**config.mk**
```make
export PLATFORM = sky130hd
export DESIGN_NAME = char_lcd_4bit_bus_sequencer
export DESIGN_NICKNAME = d
export VERILOG_FILES = /design/src/hw/rtl/lcd4_pkg.sv /design/src/hw/rtl/char_lcd_4bit_bus_sequencer.sv
export SDC_FILE = /design/constraint.sdc
export NUM_CORES = 1
export LEC_CHECK = 0
export BUFFER_PORTS_ARGS = -buffer_cell sky130_fd_sc_hd__buf_2
export CAP_MARGIN = 20
export CORE_ASPECT_RATIO = 0.9
export CORE_MARGIN = 8
export CORE_UTILIZATION = 57
export CTS_CLUSTER_DIAMETER = 30
export CTS_CLUSTER_SIZE = 14
export DETAILED_ROUTE_END_ITERATION = 10
export GPL_TIMING_DRIVEN = 0
export PLACE_DENSITY = 0.79
export SLEW_MARGIN = 10
export SYNTH_ARGS = -nofsm -noshare
export SYNTH_HDL_FRONTEND = slang
export SYNTH_SLANG_ARGS = --single-unit
```
**constraint.sdc**
```tcl
create_clock -name i_clk -period 3.1 [get_ports i_clk]
set_input_delay 0.93 -clock i_clk [delete_from_list [all_inputs] [get_ports i_clk]]
set_output_delay 0.93 -clock i_clk [all_outputs]
set_load 0.05 [all_outputs]
```
**src/hw/rtl/lcd4_pkg.sv**
```systemverilog
// Shared types and the control program for the 4-bit LCD bus sequencer.
// No dependencies. The sequencer top level imports this package.
package lcd4_pkg;

    localparam int PC_W = 5;

    // Command codes on the action field.
    localparam logic [2:0] ACT_INSTR = 3'd0;
    localparam logic [2:0] ACT_DATA  = 3'd1;
    localparam logic [2:0] ACT_INIT  = 3'd2;
    localparam logic [2:0] ACT_ADDR  = 3'd3;
    localparam logic [2:0] ACT_ROW   = 3'd4;

    // Configuration register indexes.
    localparam logic [2:0] CFG_SETTLE   = 3'd0;
    localparam logic [2:0] CFG_POWER_UP = 3'd1;
    localparam logic [2:0] CFG_WAKE_GAP = 3'd2;
    localparam logic [2:0] CFG_FSET     = 3'd3;
    localparam logic [2:0] CFG_EMODE    = 3'd4;
    localparam logic [2:0] CFG_DCTL     = 3'd5;

    // Program entry points.
    localparam logic [PC_W-1:0] PC_BYTE = 5'd0;
    localparam logic [PC_W-1:0] PC_INIT = 5'd4;

    // Nibble source.
    localparam logic [2:0] NIB_ZERO = 3'd0;
    localparam logic [2:0] NIB_WAKE = 3'd1;
    localparam logic [2:0] NIB_MODE = 3'd2;
    localparam logic [2:0] NIB_HI   = 3'd3;
    localparam logic [2:0] NIB_LO   = 3'd4;

    // Byte source for the high and low nibble sources.
    localparam logic [2:0] BYT_CMD   = 3'd0;
    localparam logic [2:0] BYT_FSET  = 3'd1;
    localparam logic [2:0] BYT_EMODE = 3'd2;
    localparam logic [2:0] BYT_DCTL  = 3'd3;
    localparam logic [2:0] BYT_CLEAR = 3'd4;

    // Hold source.
    localparam logic [1:0] HLD_SETTLE = 2'd0;
    localparam logic [1:0] HLD_POWER  = 2'd1;
    localparam logic [1:0] HLD_WAKE   = 2'd2;

    localparam logic [3:0] WAKE_NIBBLE   = 4'h3;
    localparam logic [3:0] MODE4_NIBBLE  = 4'h2;
    localparam logic [7:0] CLEAR_CODE    = 8'h01;
    localparam logic [7:0] SET_DDRAM_BIT = 8'h80;

    typedef struct packed {
        logic [2:0] nib_sel;
        logic [2:0] byte_sel;
        logic       en;
        logic [1:0] hold_sel;
        logic       last;
    } t_uop;

    function automatic t_uop uop(input logic [2:0] nib, input logic [2:0] byt,
                                 input logic en, input logic [1:0] hold,
                                 input logic last);
        t_uop w;
        w.nib_sel  = nib;
        w.byte_sel = byt;
        w.en       = en;
        w.hold_sel = hold;
        w.last     = last;
        return w;
    endfunction

    // One control word per output pin state. A byte write runs from PC_BYTE,
    // the init sequence from PC_INIT; the last flag ends the command.
    function automatic t_uop rom_word(input logic [PC_W-1:0] pc);
        t_uop w;
        w = uop(NIB_ZERO, BYT_CMD, 1'b0, HLD_SETTLE, 1'b1);
        case (pc)
            5'd0:  w = uop(NIB_HI, BYT_CMD, 1'b1, HLD_SETTLE, 1'b0);
            5'd1:  w = uop(NIB_HI, BYT_CMD, 1'b0, HLD_SETTLE, 1'b0);
            5'd2:  w = uop(NIB_LO, BYT_CMD, 1'b1, HLD_SETTLE, 1'b0);
            5'd3:  w = uop(NIB_LO, BYT_CMD, 1'b0, HLD_SETTLE, 1'b1);
            5'd4:  w = uop(NIB_ZERO, BYT_CMD, 1'b0, HLD_POWER, 1'b0);
            5'd5:  w = uop(NIB_WAKE, BYT_CMD, 1'b1, HLD_SETTLE, 1'b0);
            5'd6:  w = uop(NIB_WAKE, BYT_CMD, 1'b0, HLD_WAKE, 1'b0);
            5'd7:  w = uop(NIB_WAKE, BYT_CMD, 1'b1, HLD_SETTLE, 1'b0);
            5'd8:  w = uop(NIB_WAKE, BYT_CMD, 1'b0, HLD_WAKE, 1'b0);
            5'd9:  w = uop(NIB_WAKE, BYT_CMD, 1'b1, HLD_SETTLE, 1'b0);
            5'd10: w = uop(NIB_WAKE, BYT_CMD, 1'b0, HLD_WAKE, 1'b0);
            5'd11: w = uop(NIB_MODE, BYT_CMD, 1'b1, HLD_SETTLE, 1'b0);
            5'd12: w = uop(NIB_MODE, BYT_CMD, 1'b0, HLD_SETTLE, 1'b0);
            5'd13: w = uop(NIB_HI, BYT_FSET, 1'b1, HLD_SETTLE, 1'b0);
            5'd14: w = uop(NIB_HI, BYT_FSET, 1'b0, HLD_SETTLE, 1'b0);
            5'd15: w = uop(NIB_LO, BYT_FSET, 1'b1, HLD_SETTLE, 1'b0);
            5'd16: w = uop(NIB_LO, BYT_FSET, 1'b0, HLD_SETTLE, 1'b0);
            5'd17: w = uop(NIB_HI, BYT_EMODE, 1'b1, HLD_SETTLE, 1'b0);
            5'd18: w = uop(NIB_HI, BYT_EMODE, 1'b0, HLD_SETTLE, 1'b0);
            5'd19: w = uop(NIB_LO, BYT_EMODE, 1'b1, HLD_SETTLE, 1'b0);
            5'd20: w = uop(NIB_LO, BYT_EMODE, 1'b0, HLD_SETTLE, 1'b0);
            5'd21: w = uop(NIB_HI, BYT_DCTL, 1'b1, HLD_SETTLE, 1'b0);
            5'd22: w = uop(NIB_HI, BYT_DCTL, 1'b0, HLD_SETTLE, 1'b0);
            5'd23: w = uop(NIB_LO, BYT_DCTL, 1'b1, HLD_SETTLE, 1'b0);
            5'd24: w = uop(NIB_LO, BYT_DCTL, 1'b0, HLD_SETTLE, 1'b0);
            5'd25: w = uop(NIB_HI, BYT_CLEAR, 1'b1, HLD_SETTLE, 1'b0);
            5'd26: w = uop(NIB_HI, BYT_CLEAR, 1'b0, HLD_SETTLE, 1'b0);
            5'd27: w = uop(NIB_LO, BYT_CLEAR, 1'b1, HLD_SETTLE, 1'b0);
            5'd28: w = uop(NIB_LO, BYT_CLEAR, 1'b0, HLD_SETTLE, 1'b1);
            default: w = uop(NIB_ZERO, BYT_CMD, 1'b0, HLD_SETTLE, 1'b1);
        endcase
        return w;
    endfunction

    function automatic logic [7:0] row_base(input logic [1:0] row);
        logic [7:0] b;
        case (row)
            2'd0: b = 8'h00;
            2'd1: b = 8'h40;
            2'd2: b = 8'h14;
            2'd3: b = 8'h54;
            default: b = 8'h00;
        endcase
        return b;
    endfunction

endpackage

```
**src/hw/rtl/char_lcd_4bit_bus_sequencer.sv**
```systemverilog
// Character LCD 4-bit bus sequencer: a step counter walks a control program
// and one output register holds each pin state. Depends on lcd4_pkg.
//
// The request is registered into the step counter, and the first pin state
// then into the output register. Throughput: one pin state per cycle while
// the output is taken; a new request is taken the cycle after the last
// control word is issued. Unused actions are taken and dropped, no output.
// Reset (synchronous, active low) loads the register defaults and idles.
module char_lcd_4bit_bus_sequencer
    import lcd4_pkg::*;
(
    input  logic        i_clk,
    input  logic        i_rst_n,
    input  logic        i_in_valid,
    output logic        o_in_ready,
    input  logic [2:0]  i_action,
    input  logic [7:0]  i_byte_value,
    input  logic [6:0]  i_ddram_address,
    input  logic [1:0]  i_row_index,
    input  logic        i_cfg_valid,
    output logic        o_cfg_ready,
    input  logic [2:0]  i_cfg_index,
    input  logic [9:0]  i_cfg_data,
    output logic        o_out_valid,
    input  logic        i_out_ready,
    output logic [3:0]  o_data_nibble,
    output logic        o_register_select,
    output logic        o_enable_line,
    output logic [9:0]  o_hold_ms,
    output logic        o_last
);

    logic [3:0]      r_settle;
    logic [9:0]      r_power_up;
    logic [7:0]      r_wake_gap;
    logic [7:0]      r_fset;
    logic [7:0]      r_emode;
    logic [7:0]      r_dctl;

    logic            r_busy;
    logic [PC_W-1:0] r_pc;
    logic [7:0]      r_cmd_byte;
    logic            r_rs;

    logic            r_out_valid;
    logic [3:0]      r_nib;
    logic            r_out_rs;
    logic            r_en;
    logic [9:0]      r_hold;
    logic            r_last;

    t_uop            uw;
    logic [7:0]      sel_byte;
    logic [3:0]      n_nib;
    logic [9:0]      n_hold;
    logic [7:0]      n_cmd_byte;
    logic            in_take;
    logic            step;

    assign o_in_ready  = !r_busy;
    assign o_cfg_ready = 1'b1;
    assign in_take     = i_in_valid && !r_busy;
    assign step        = r_busy && (!r_out_valid || i_out_ready);
    assign uw          = rom_word(r_pc);

    always_comb begin
        case (uw.byte_sel)
            BYT_CMD:   sel_byte = r_cmd_byte;
            BYT_FSET:  sel_byte = r_fset;
            BYT_EMODE: sel_byte = r_emode;
            BYT_DCTL:  sel_byte = r_dctl;
            BYT_CLEAR: sel_byte = CLEAR_CODE;
            default:   sel_byte = r_cmd_byte;
        endcase
        case (uw.nib_sel)
            NIB_ZERO: n_nib = 4'h0;
            NIB_WAKE: n_nib = WAKE_NIBBLE;
            NIB_MODE: n_nib = MODE4_NIBBLE;
            NIB_HI:   n_nib = sel_byte[7:4];
            NIB_LO:   n_nib = sel_byte[3:0];
            default:  n_nib = 4'h0;
        endcase
        case (uw.hold_sel)
            HLD_SETTLE: n_hold = {6'd0, r_settle};
            HLD_POWER:  n_hold = r_power_up;
            HLD_WAKE:   n_hold = {6'd0, r_settle} + {2'd0, r_wake_gap};
            default:    n_hold = {6'd0, r_settle};
        endcase
        case (i_action)
            ACT_ADDR: n_cmd_byte = {1'b0, i_ddram_address} | SET_DDRAM_BIT;
            ACT_ROW:  n_cmd_byte = row_base(i_row_index) | SET_DDRAM_BIT;
            default:  n_cmd_byte = i_byte_value;
        endcase
    end

    always_ff @(posedge i_clk) begin
        if (!i_rst_n) begin
            r_settle   <= 4'd1;
            r_power_up <= 10'd400;
            r_wake_gap <= 8'd30;
            r_fset     <= 8'h28;
            r_emode    <= 8'h06;
            r_dctl     <= 8'h0C;
        end else if (i_cfg_valid) begin
            case (i_cfg_index)
                CFG_SETTLE:   r_settle   <= i_cfg_data[3:0];
                CFG_POWER_UP: r_power_up <= i_cfg_data;
                CFG_WAKE_GAP: r_wake_gap <= i_cfg_data[7:0];
                CFG_FSET:     r_fset     <= i_cfg_data[7:0];
                CFG_EMODE:    r_emode    <= i_cfg_data[7:0];
                CFG_DCTL:     r_dctl     <= i_cfg_data[7:0];
                default: ;
            endcase
        end
    end

    always_ff @(posedge i_clk) begin
        if (!i_rst_n) begin
            r_busy      <= 1'b0;
            r_pc        <= PC_BYTE;
            r_out_valid <= 1'b0;
        end else begin
            if (in_take) begin
                // Unused action codes are taken and dropped.
                case (i_action)
                    ACT_INSTR, ACT_DATA, ACT_ADDR, ACT_ROW: begin
                        r_busy <= 1'b1;
                        r_pc   <= PC_BYTE;
                    end
                    ACT_INIT: begin
                        r_busy <= 1'b1;
                        r_pc   <= PC_INIT;
                    end
                    default: r_busy <= 1'b0;
                endcase
            end else if (step) begin
                r_pc <= r_pc + 1'b1;
                if (uw.last) begin
                    r_busy <= 1'b0;
                end
            end
            if (step) begin
                r_out_valid <= 1'b1;
            end else if (i_out_ready) begin
                r_out_valid <= 1'b0;
            end
        end
    end

    always_ff @(posedge i_clk) begin
        if (in_take) begin
            r_cmd_byte <= n_cmd_byte;
            r_rs       <= (i_action == ACT_DATA);
        end
        if (step) begin
            r_nib    <= n_nib;
            r_out_rs <= r_rs;
            r_en     <= uw.en;
            r_hold   <= n_hold;
            r_last   <= uw.last;
        end
    end

    assign o_out_valid       = r_out_valid;
    assign o_data_nibble     = r_nib;
    assign o_register_select = r_out_rs;
    assign o_enable_line     = r_en;
    assign o_hold_ms         = r_hold;
    assign o_last            = r_last;

endmodule
```
==> impl_metrics.json, run 1 <==
{
  "cts_buffers": 9,
  "wl_per_cell_um": 15.7,
  "r2r_cells": 8,
  "diodes": 0,
  "grt_max_degree": 18,
  "drcViolationCount": 0,
  "setup_tns_ps": 0,
  "power_frac_seq_pct": 56.2,
  "grtUsageMet1_pct": 26.5,
  "slew_violations": 0,
  "grt_antenna_before_repair": 0,
  "yosysTopAreaCellShare_pct": 29.0,
  "async_reset_ff_share_pct": 0,
  "worstPathCellList": "buf_2 > nand2b_1 > inv_1 > nand2_1 > and3_1 > o21ai_2 > ha_1 > nor2_1 > a2111oi_1",
  "drive_gt1_share_pct": 15.1,
  "cap_violations": 0,
  "yosysWarnings": 0,
  "grt_pass1_wl_mm": 17.0,
  "holdPathEnd": "o_enable_line",
  "firstDrtPassIters": 5,
  "ir_drop_mv": 0.388,
  "rows": 30,
  "yosys-top-cells-count": "nand2_1 (120), dfxtp_1 (63), a21boi_0 (32)",
  "p_sw_share_pct": 27.7,
  "cts_buffer_depth": 2,
  "synthesis.instances": 492,
  "synth_seq_cells": 89,
  "crit_fanout": 10,
  "worstPathArrival_ps": 3100,
  "die_w_um": 108,
  "hold_path_depth": 0,
  "grt_pass1_vias": 3614,
  "die-area_sq_mm": 0.0107,
  "synth.largest_area_cell": "dfxtp_1",
  "worst_pin_slew_ps": 1090,
  "fin_ws_ps": 227,
  "leakage_nw": 1.89,
  "crit_path_top_delay_cell": "a2111oi_1",
  "cts_setup_buffers": 0,
  "clock_skew_ps": 9.74,
  "htree_levels": 3,
  "yosysUniqueCellTypes": 56,
  "power_density_mw_per_mm2": 460,
  "coreArea_sq_mm": 0.00747,
  "pre_cts_ws_ps": -244,
  "wl_mm": 10.3,
  "dp_hpwl_mm": 7.67,
  "fillers": 649,
  "grt_use_total_pct": 19.6,
  "path_clk_slew_ps": 80,
  "max-slew-margin-rel_pct": 26.8,
  "cts-hold-fix-buffers": 0,
  "root_buffer": "clkbuf_8",
  "final_nets": 609,
  "synth_edf_count": 26,
  "drt_iter0_markers": 202,
  "clock_latency_ps": 360,
  "p_switching_mw": 0.626,
  "final.min_clock_period_ps": 2870,
  "r2r_start": "r_busy",
  "outcome": "completed",
  "ys.flop_type": "dfxtp_1",
  "r2r-end": "uw[6]",
  "rsz0062_at_grt": "no",
  "met3_usage_pct": 4.44,
  "setup_viol": 0,
  "grt.busiest_layer": "met2",
  "r2r_slack_ps": 360,
  "yosysMostFrequentCell": "nand2_1",
  "vias": 3834,
  "grt_overflow_total": 0,
  "die_h_um": 98.8,
  "critPathCaptureType": "register",
  "avgViaCountPerCell": 5.82,
  "cpPeakStageDelay_ps": 400,
  "routabilityCongestion": 0.828,
  "syn_area_sq_mm": 0.00434,
  "io_pins": 58,
  "syn_area_per_cell_sq_um": 8.82,
  "yosys-top-cells-area": "dfxtp_1 (29%), edfxtp_1 (18%), nand2_1 (10%)",
  "grtUsageMet2_pct": 30.0,
  "start_util_pct": 58.1,
  "layout.cells.non_filler": 659,
  "hp-class": "reg -> reg",
  "syn_nets": 543,
  "fmax_mhz": 348,
  "port_buffers": 55,
  "min_from": "uw[3]",
  "numClockSinks": 89,
  "finalHoldViolCount": 0,
  "antenna_left": 0,
  "critPathKind": "in -> reg",
  "cts_tree": "yes",
  "critPathLaunchType": "primary input",
  "placedCellCount": 643,
  "min_period_over_period_pct": 92.7,
  "syn_to_final_growth_pct": 13.1,
  "ys_seq_area_share_pct": 47.0,
  "p_clk_share_pct": 30.8,
  "combPwrFrac_pct": 13.0,
  "required_ps": 3330,
  "p_int_mw": 1.63
}
[cells in the final DEF (no fill, tap or decap), drive strengths merged, types with 3 or more instances in the layout]
cell type and instances:
o221ai 8, a21oi 21, nand3 20, edfxtp 26, a22oi 4, xor2 3
nor3 9, o311a 4, o31ai 5, buf 59, a221oi 5, inv 16
ha 12, o21a 3, o21ai 18, a21o 4, dfxtp 63, clkbuf 27
nor2b 12, and3 4, mux2i 13, clkinv 5, a21boi 33, nand2 120
nand2b 8, o22ai 3, nor2 31
[how the worst max path moves through the flow]
| stage | from | cells after the start | slack [ps] | end |
|---|---|---|---|---|
| 3_5_place_dp | i_in_valid | 9 | -240 | uw[6] |
| 5_1_grt | i_in_valid | 9 | 120 | uw[6] |
| 6_report | i_in_valid | 9 | 230 | uw[6] |
| 2_1_floorplan | i_in_valid | 9 | 360 | uw[9] |
| 3_3_place_gp | i_in_valid | 9 | -80 | uw[6] |
| 4_1_cts | i_in_valid | 9 | 120 | uw[6] |
[state kept, by name, indices dropped and copies added, names as in the netlist, 5 cells and up]
| name | flops |
|---|---|
| r_fset | 8 |
| uw | 10 |
| r_wake_gap | 8 |
| r_cmd_byte | 8 |
| r_power_up | 10 |
| o_hold_ms | 10 |
| r_emode | 8 |
| r_dctl | 8 |
| r_pc | 5 |
[what timing repair did]
| item | CTS | global route |
|---|---|---|
| setup endpoints to repair | 0 | 1 |
| resized for setup | 0 | 1 |
| endpoints found under the hold margin | 0 | 0 |
[power by group through the flow]
| stage | clock [mW] | sequential, mW | combinational, mW |
|---|---|---|---|
| after global placement | 0 | 1.30 | 0.281 |
| final | 0.697 | 1.27 | 0.294 |
| after global routing | 0.756 | 1.28 | 0.320 |
| after detailed placement | 0 | 1.30 | 0.290 |
| after floorplan | 0 | 1.34 | 0.146 |
| after CTS | 0.711 | 1.27 | 0.291 |
[kinds of logic (layout without fill, tap and decap cells)]
group / count (synthesis) / in the layout / share of synthesized area [%]
and+or+nand+nor: 215 / 215 / 21.7
AOI/OAI and AO/OA: 118 / 118 / 19.6
DFF: 89 / 89 / 47.0
buffers and inverters: 38 / 109 / 3.60
adders and majority gates: 13 / 13 / 3.92
muxes: 13 / 13 / 3.00
xor gates and xnor gates: 5 / 5 / 1.01
other: 1 / 1 / 0.0864
[area by class of cell]
type	instances	area (sq um)	area share (%)
timing repair buffer	55	275	5.60
buffer	22	96.3	1.96
sequential	89	2040	41.6
clock inverter	7	47.5	0.968
inverter	16	60.1	1.22
multi-input combinational	365	2150	43.7
tap	96	120	2.45
clock buffer	9	124	2.52
[per-layer routing]
metal / routed length, um / up-vias
met5: 0 / -
met4: 137 / 0
met3: 703 / 13
met2: 4770 / 143
met1: 4730 / 1823
li1: - / 1855
[worst max-delay path, delay by kind of cell]
kind	cells	cell delay [ps]
AO/OA/AOI/OAI	2	740
adder cells (fa/ha/maj)	1	370
buffers and inverters	2	400
AND/OR/NAND/NOR	4	660
[through the flow]
stage	cell area [sq um]	utilization, %	power, mW	hold WS [ps]
2_1_floorplan	4340	-	1.49	386
3_3_place_gp	4740	63.4	1.58	390
3_5_place_dp	4740	63.4	1.59	398
4_1_cts	4910	65.7	2.27	413
5_1_grt	4910	65.8	2.35	420
6_report	4910	65.8	2.26	411
(Power assumes the default switching activity.)
==> run 2, diff against run 1 <==
CELL_PAD_IN_SITES_DETAIL_PLACEMENT = 1   (was not set)
CELL_PAD_IN_SITES_GLOBAL_PLACEMENT = 2   (was not set)
CORE_UTILIZATION = 35   (was 57)
PLACE_DENSITY = not set   (was 0.79)
PLACE_DENSITY_LB_ADDON = 0.1   (was not set)
==> run 2 against run 1 <==
Against the previous run: wire length up 23%; critical path depth unchanged; critical endpoint unchanged; sequential power about the same; largest power group unchanged; cell count up 9.9%; register-to-register slack about the same.
==> impl_metrics.json, run 2 (synthesis results as in run 1) <==
{
  "critPathLaunchType": "primary input",
  "setup_viol": 0,
  "syn_to_final_growth_pct": 17.8,
  "final_common_cell": "nand2_1",
  "power_mw": 2.63,
  "grt_overflow_total": 0,
  "cts_buffers": 9,
  "power_density_mw_per_mm2": 515,
  "worst_pin_slew_ps": 890,
  "htree_levels": 3,
  "grt_pass1_wl_mm": 20.5,
  "cts-hold-fix-buffers": 0,
  "r2r-end": "uw[6]",
  "grt_antenna_before_repair": 0,
  "critPathKind": "in -> reg",
  "rows": 38,
  "path_clk_slew_ps": 60,
  "r2r_slack_ps": 350,
  "firstDrtPassIters": 4,
  "grt_pass1_vias": 3947,
  "root_buffer": "clkbuf_16",
  "diodes": 0,
  "critPathLaunch": "i_in_valid",
  "final_area_sq_mm": 0.00511,
  "critPathCaptureType": "register",
  "die_h_um": 122,
  "drt_iter0_markers": 198,
  "required_ps": 3300,
  "wl_mm": 12.7,
  "final.min_clock_period_ps": 2900,
  "r2r_start": "r_busy",
  "die_w_um": 133,
  "dpl-instance-area_sq_mm": 0.00482,
  "wl_per_cell_um": 17.6,
  "cts_setup_buffers": 0,
  "slew_violations": 0,
  "antenna_left": 0,
  "hp-class": "reg -> reg",
  "cts_buffer_depth": 2,
  "dp_hpwl_mm": 9.36,
  "max-slew-margin-rel_pct": 40.2,
  "ir_drop_mv": 0.238,
  "cts_tree": "yes",
  "min_period_over_period_pct": 93.7,
  "fillers": 1465,
  "port_buffers": 55,
  "worstPathArrival_ps": 3100,
  "r2r_cells": 8,
  "finalHoldViolCount": 0,
  "drcViolationCount": 0,
  "crit_fanout": 10,
  "clock_latency_ps": 350,
  "post_cts_resized": 1,
  "mostFrequentLayoutCells": "nand2_1 (120), dfxtp_1 (63), buf_2 (57), a21boi_0 (32), nor2_1 (30)",
  "avgViaCountPerCell": 5.18,
  "outcome": "completed",
  "start_util_pct": 36.0,
  "leakage_nw": 1.93,
  "clock_skew_ps": 6.72,
  "numClockSinks": 89,
  "drive_gt1_share_pct": 14.5,
  "fmax_mhz": 344,
  "hold_ws_ps": 414,
  "coreArea_sq_mm": 0.0121,
  "rsz0062_at_grt": "no",
  "cap_violations": 0,
  "grt_max_degree": 18,
  "final_nets": 610,
  "die-area_sq_mm": 0.0162,
  "grt_use_total_pct": 16.1,
  "io_pins": 58,
  "routabilityCongestion": 0.796,
  "vias": 3752,
  "crit_path_end": "uw[6]"
}
run 2: worst min path at each step:
stage           from             to  slack, ps  depth (start not counted)
2_1_floorplan  uw[3]  o_enable_line        390                          0
5_1_grt        uw[3]  o_enable_line        430                          0
6_report       uw[3]  o_enable_line        410                          0
4_1_cts        uw[3]  o_enable_line        410                          0
3_3_place_gp   uw[3]  o_enable_line        400                          0
3_5_place_dp   uw[3]  o_enable_line        390                          0
run 2: worst max-delay path: stages:
cell	delay [ps]
buf_2	100
nand2b_1	180
clkinvlp_4	270
nand2_1	230
a31oi_1	200
nor2b_1	340
inv_1	120
ha_1	290
a2111oi_1	450
run 2: per-layer routing:
metal / track usage, % / wire [um]
met4: 5.05 / 151
met1: 20.1 / 6140
met3: 3.62 / 355
met5: 0 / 0
met2: 27.0 / 6080
run 2: final cells by class:
class                   instances  area [sq um]  area share [%]
clock buffers                  13           240            4.70
clock inverters                 3          41.3           0.807
repair buffers                 56           283            5.53
inverters                      16          63.8            1.25
well taps                     160           200            3.91
flip-flops and latches         89          2040            39.9
plain buffers                  22          96.3            1.88
multi-input cells             365          2150            42.0
run 2: stage by stage:
step           utilization [%]  cells  setup slack, ps  TNS [ps]
6_report                  42.3    724              197         0
3_5_place_dp              40.0    708             -416     -1320
2_1_floorplan                -    492              362         0
5_1_grt                   42.3    724             2.04         0
3_3_place_gp              39.9    707             -246      -816
4_1_cts                   42.3    724              105         0
run 2: where the power goes:
part	internal [mW]	leakage [nW]	switching, mW
sequential	1.25	0.754	0.0231
clock	0.623	0.131	0.437
combinational	0.0974	1.05	0.204
total	1.97	1.93	0.664
==> run 3, diff against run 2 <==
BUFFER_PORTS_ARGS = not set   (was -buffer_cell sky130_fd_sc_hd__buf_2)
CORE_UTILIZATION = 38   (was 35)
DONT_BUFFER_PORTS = 1   (was not set)
==> run 3 against run 2 <==
Against the previous run: via count down 5.7%; clock skew up 1.1 ps; fmax up 3.8%; clock power down 4%; largest cell class unchanged; clock-buffer cell count unchanged.
==> impl_metrics.json, run 3 (synthesis results as in run 1) <==
{
  "drive_gt1_share_pct": 5.50,
  "ir_drop_mv": 0.242,
  "die_h_um": 117,
  "r2r_cells": 8,
  "htree_levels": 3,
  "die-area_sq_mm": 0.0151,
  "setup_viol": 0,
  "post_cts_resized": 0,
  "wl_mm": 11.7,
  "layout.cells.non_filler": 665,
  "diodes": 0,
  "firstDrtPassIters": 4,
  "cap_violations": 0,
  "fillers": 1390,
  "wl_per_cell_um": 17.6,
  "antenna_left": 0,
  "rsz0062_at_grt": "no",
  "critPathCaptureType": "register",
  "path_clk_slew_ps": 60,
  "power_density_mw_per_mm2": 525,
  "io_pins": 58,
  "slew_violations": 0,
  "fmax_mhz": 358,
  "outcome": "completed",
  "p_sw_share_pct": 24.7,
  "die_w_um": 129,
  "grt_antenna_before_repair": 0,
  "seqCellArea_sq_mm": 0.00204,
  "cts_buffers": 9,
  "grt_use_total_pct": 16.1,
  "combPwrFrac_pct": 7.5,
  "grt_overflow_total": 0,
  "hp-class": "reg -> reg",
  "finalHoldViolCount": 0,
  "mostFrequentLayoutCells": "nand2_1 (120), dfxtp_1 (63), a21boi_0 (32), nor2_1 (30), edfxtp_1 (26)",
  "numClockSinks": 89,
  "cts_tree": "yes",
  "cts_buffer_depth": 2,
  "drt_iter0_markers": 157,
  "power_frac_seq_pct": 52.4,
  "dp_hpwl_mm": 8.83,
  "critPathLaunchType": "primary input",
  "clock_skew_ps": 7.79,
  "min_period_over_period_pct": 90.2,
  "root_buffer": "clkbuf_16",
  "syn_to_final_growth_pct": 11.0,
  "drcViolationCount": 0,
  "multiInputGateArea_sq_mm": 0.00214,
  "final.min_clock_period_ps": 2800,
  "coreArea_sq_mm": 0.0113,
  "grt_max_degree": 18,
  "p_int_mw": 1.91,
  "final_common_cell": "nand2_1",
  "avgViaCountPerCell": 5.32,
  "grt_pass1_wl_mm": 19.1,
  "p_clk_share_pct": 40.1,
  "required_ps": 3320,
  "worst_pin_slew_ps": 903,
  "placedCellCount": 648,
  "final_nets": 555,
  "cts-hold-fix-buffers": 0,
  "rows": 37,
  "critPathKind": "in -> reg",
  "grt_pass1_vias": 3657,
  "crit_fanout": 10,
  "routabilityCongestion": 0.767,
  "hold_ws_ps": 412,
  "hold_path_depth": 0,
  "clock_latency_ps": 340,
  "p_switching_mw": 0.624,
  "port_buffers": 0,
  "worstPathArrival_ps": 3020,
  "start_util_pct": 38.4,
  "leakage_nw": 1.73,
  "vias": 3540,
  "cts_setup_buffers": 0,
  "max-slew-margin-rel_pct": 39.3
}
## run 3: cell count changes in the layout (fill, tap and decap cells not counted), sizes merged
| cell | delta |
|---|---|
| inv | +1 |
| clkinvlp | -2 |
| buf | -56 |
| clkinv | +2 |
| bufinv | -1 |
| clkbuf | +1 |
## run 3: area by class of cell
type	count	share of cell area, %
repair buffers	1	0.104
flip-flops and latches	89	42.4
clock inverters	3	0.312
well taps	156	4.05
plain buffers	22	2.00
clock buffers	13	5.40
inverters	16	1.25
multi-input cells	365	44.5
## run 3: final timing paths
check,to,start,slack [ps]
worst max-delay path,uw[6],i_in_valid,300
worst min-delay path,o_enable_line,uw[3],410
worst max register to register,uw[6],r_busy,390
worst min register to register,o_enable_line,uw[3],410
## run 3: metal layers
layer	share of wire (%)	up-vias	GRT usage, %	wire, um
li1	-	1750	-	-
met1	48	1714	20.4	5560
met2	47	63	25.8	5460
met3	4.2	13	3.40	486
met4	1.7	0	6.60	194
met5	0	-	0	0
## run 3: power groups by stage
stage | clock (mW) | sequential (mW) | combinational [mW]
after floorplan | 0 | 1.34 | 0.146
after global placement | 0 | 1.35 | 0.186
after detailed placement | 0 | 1.35 | 0.192
after CTS | 1.06 | 1.33 | 0.193
after global routing | 1.10 | 1.33 | 0.214
final | 1.02 | 1.33 | 0.189
## run 3: critical path, stage by stage
cell,delay [ps]
nand2b_1,80
inv_1,300
nand2_1,190
and3_1,220
o21ai_1,470
ha_1,390
nor2_1,80
a2111oi_1,370
## run 3: per-stage QoR
| step | cell area (sq um) | total power [mW] | worst slack, ps | util (%) | setup TNS (ps) |
|---|---|---|---|---|---|
| after floorplan | 4340 | 1.49 | 362 | - | 0 |
| after global placement | 4540 | 1.54 | -104 | 40.2 | -148 |
| after detailed placement | 4540 | 1.54 | -109 | 40.2 | -340 |
| after CTS | 4810 | 2.58 | 253 | 42.6 | 0 |
| after global routing | 4820 | 2.64 | 38.6 | 42.6 | 0 |
| final | 4820 | 2.53 | 304 | 42.6 | 0 |
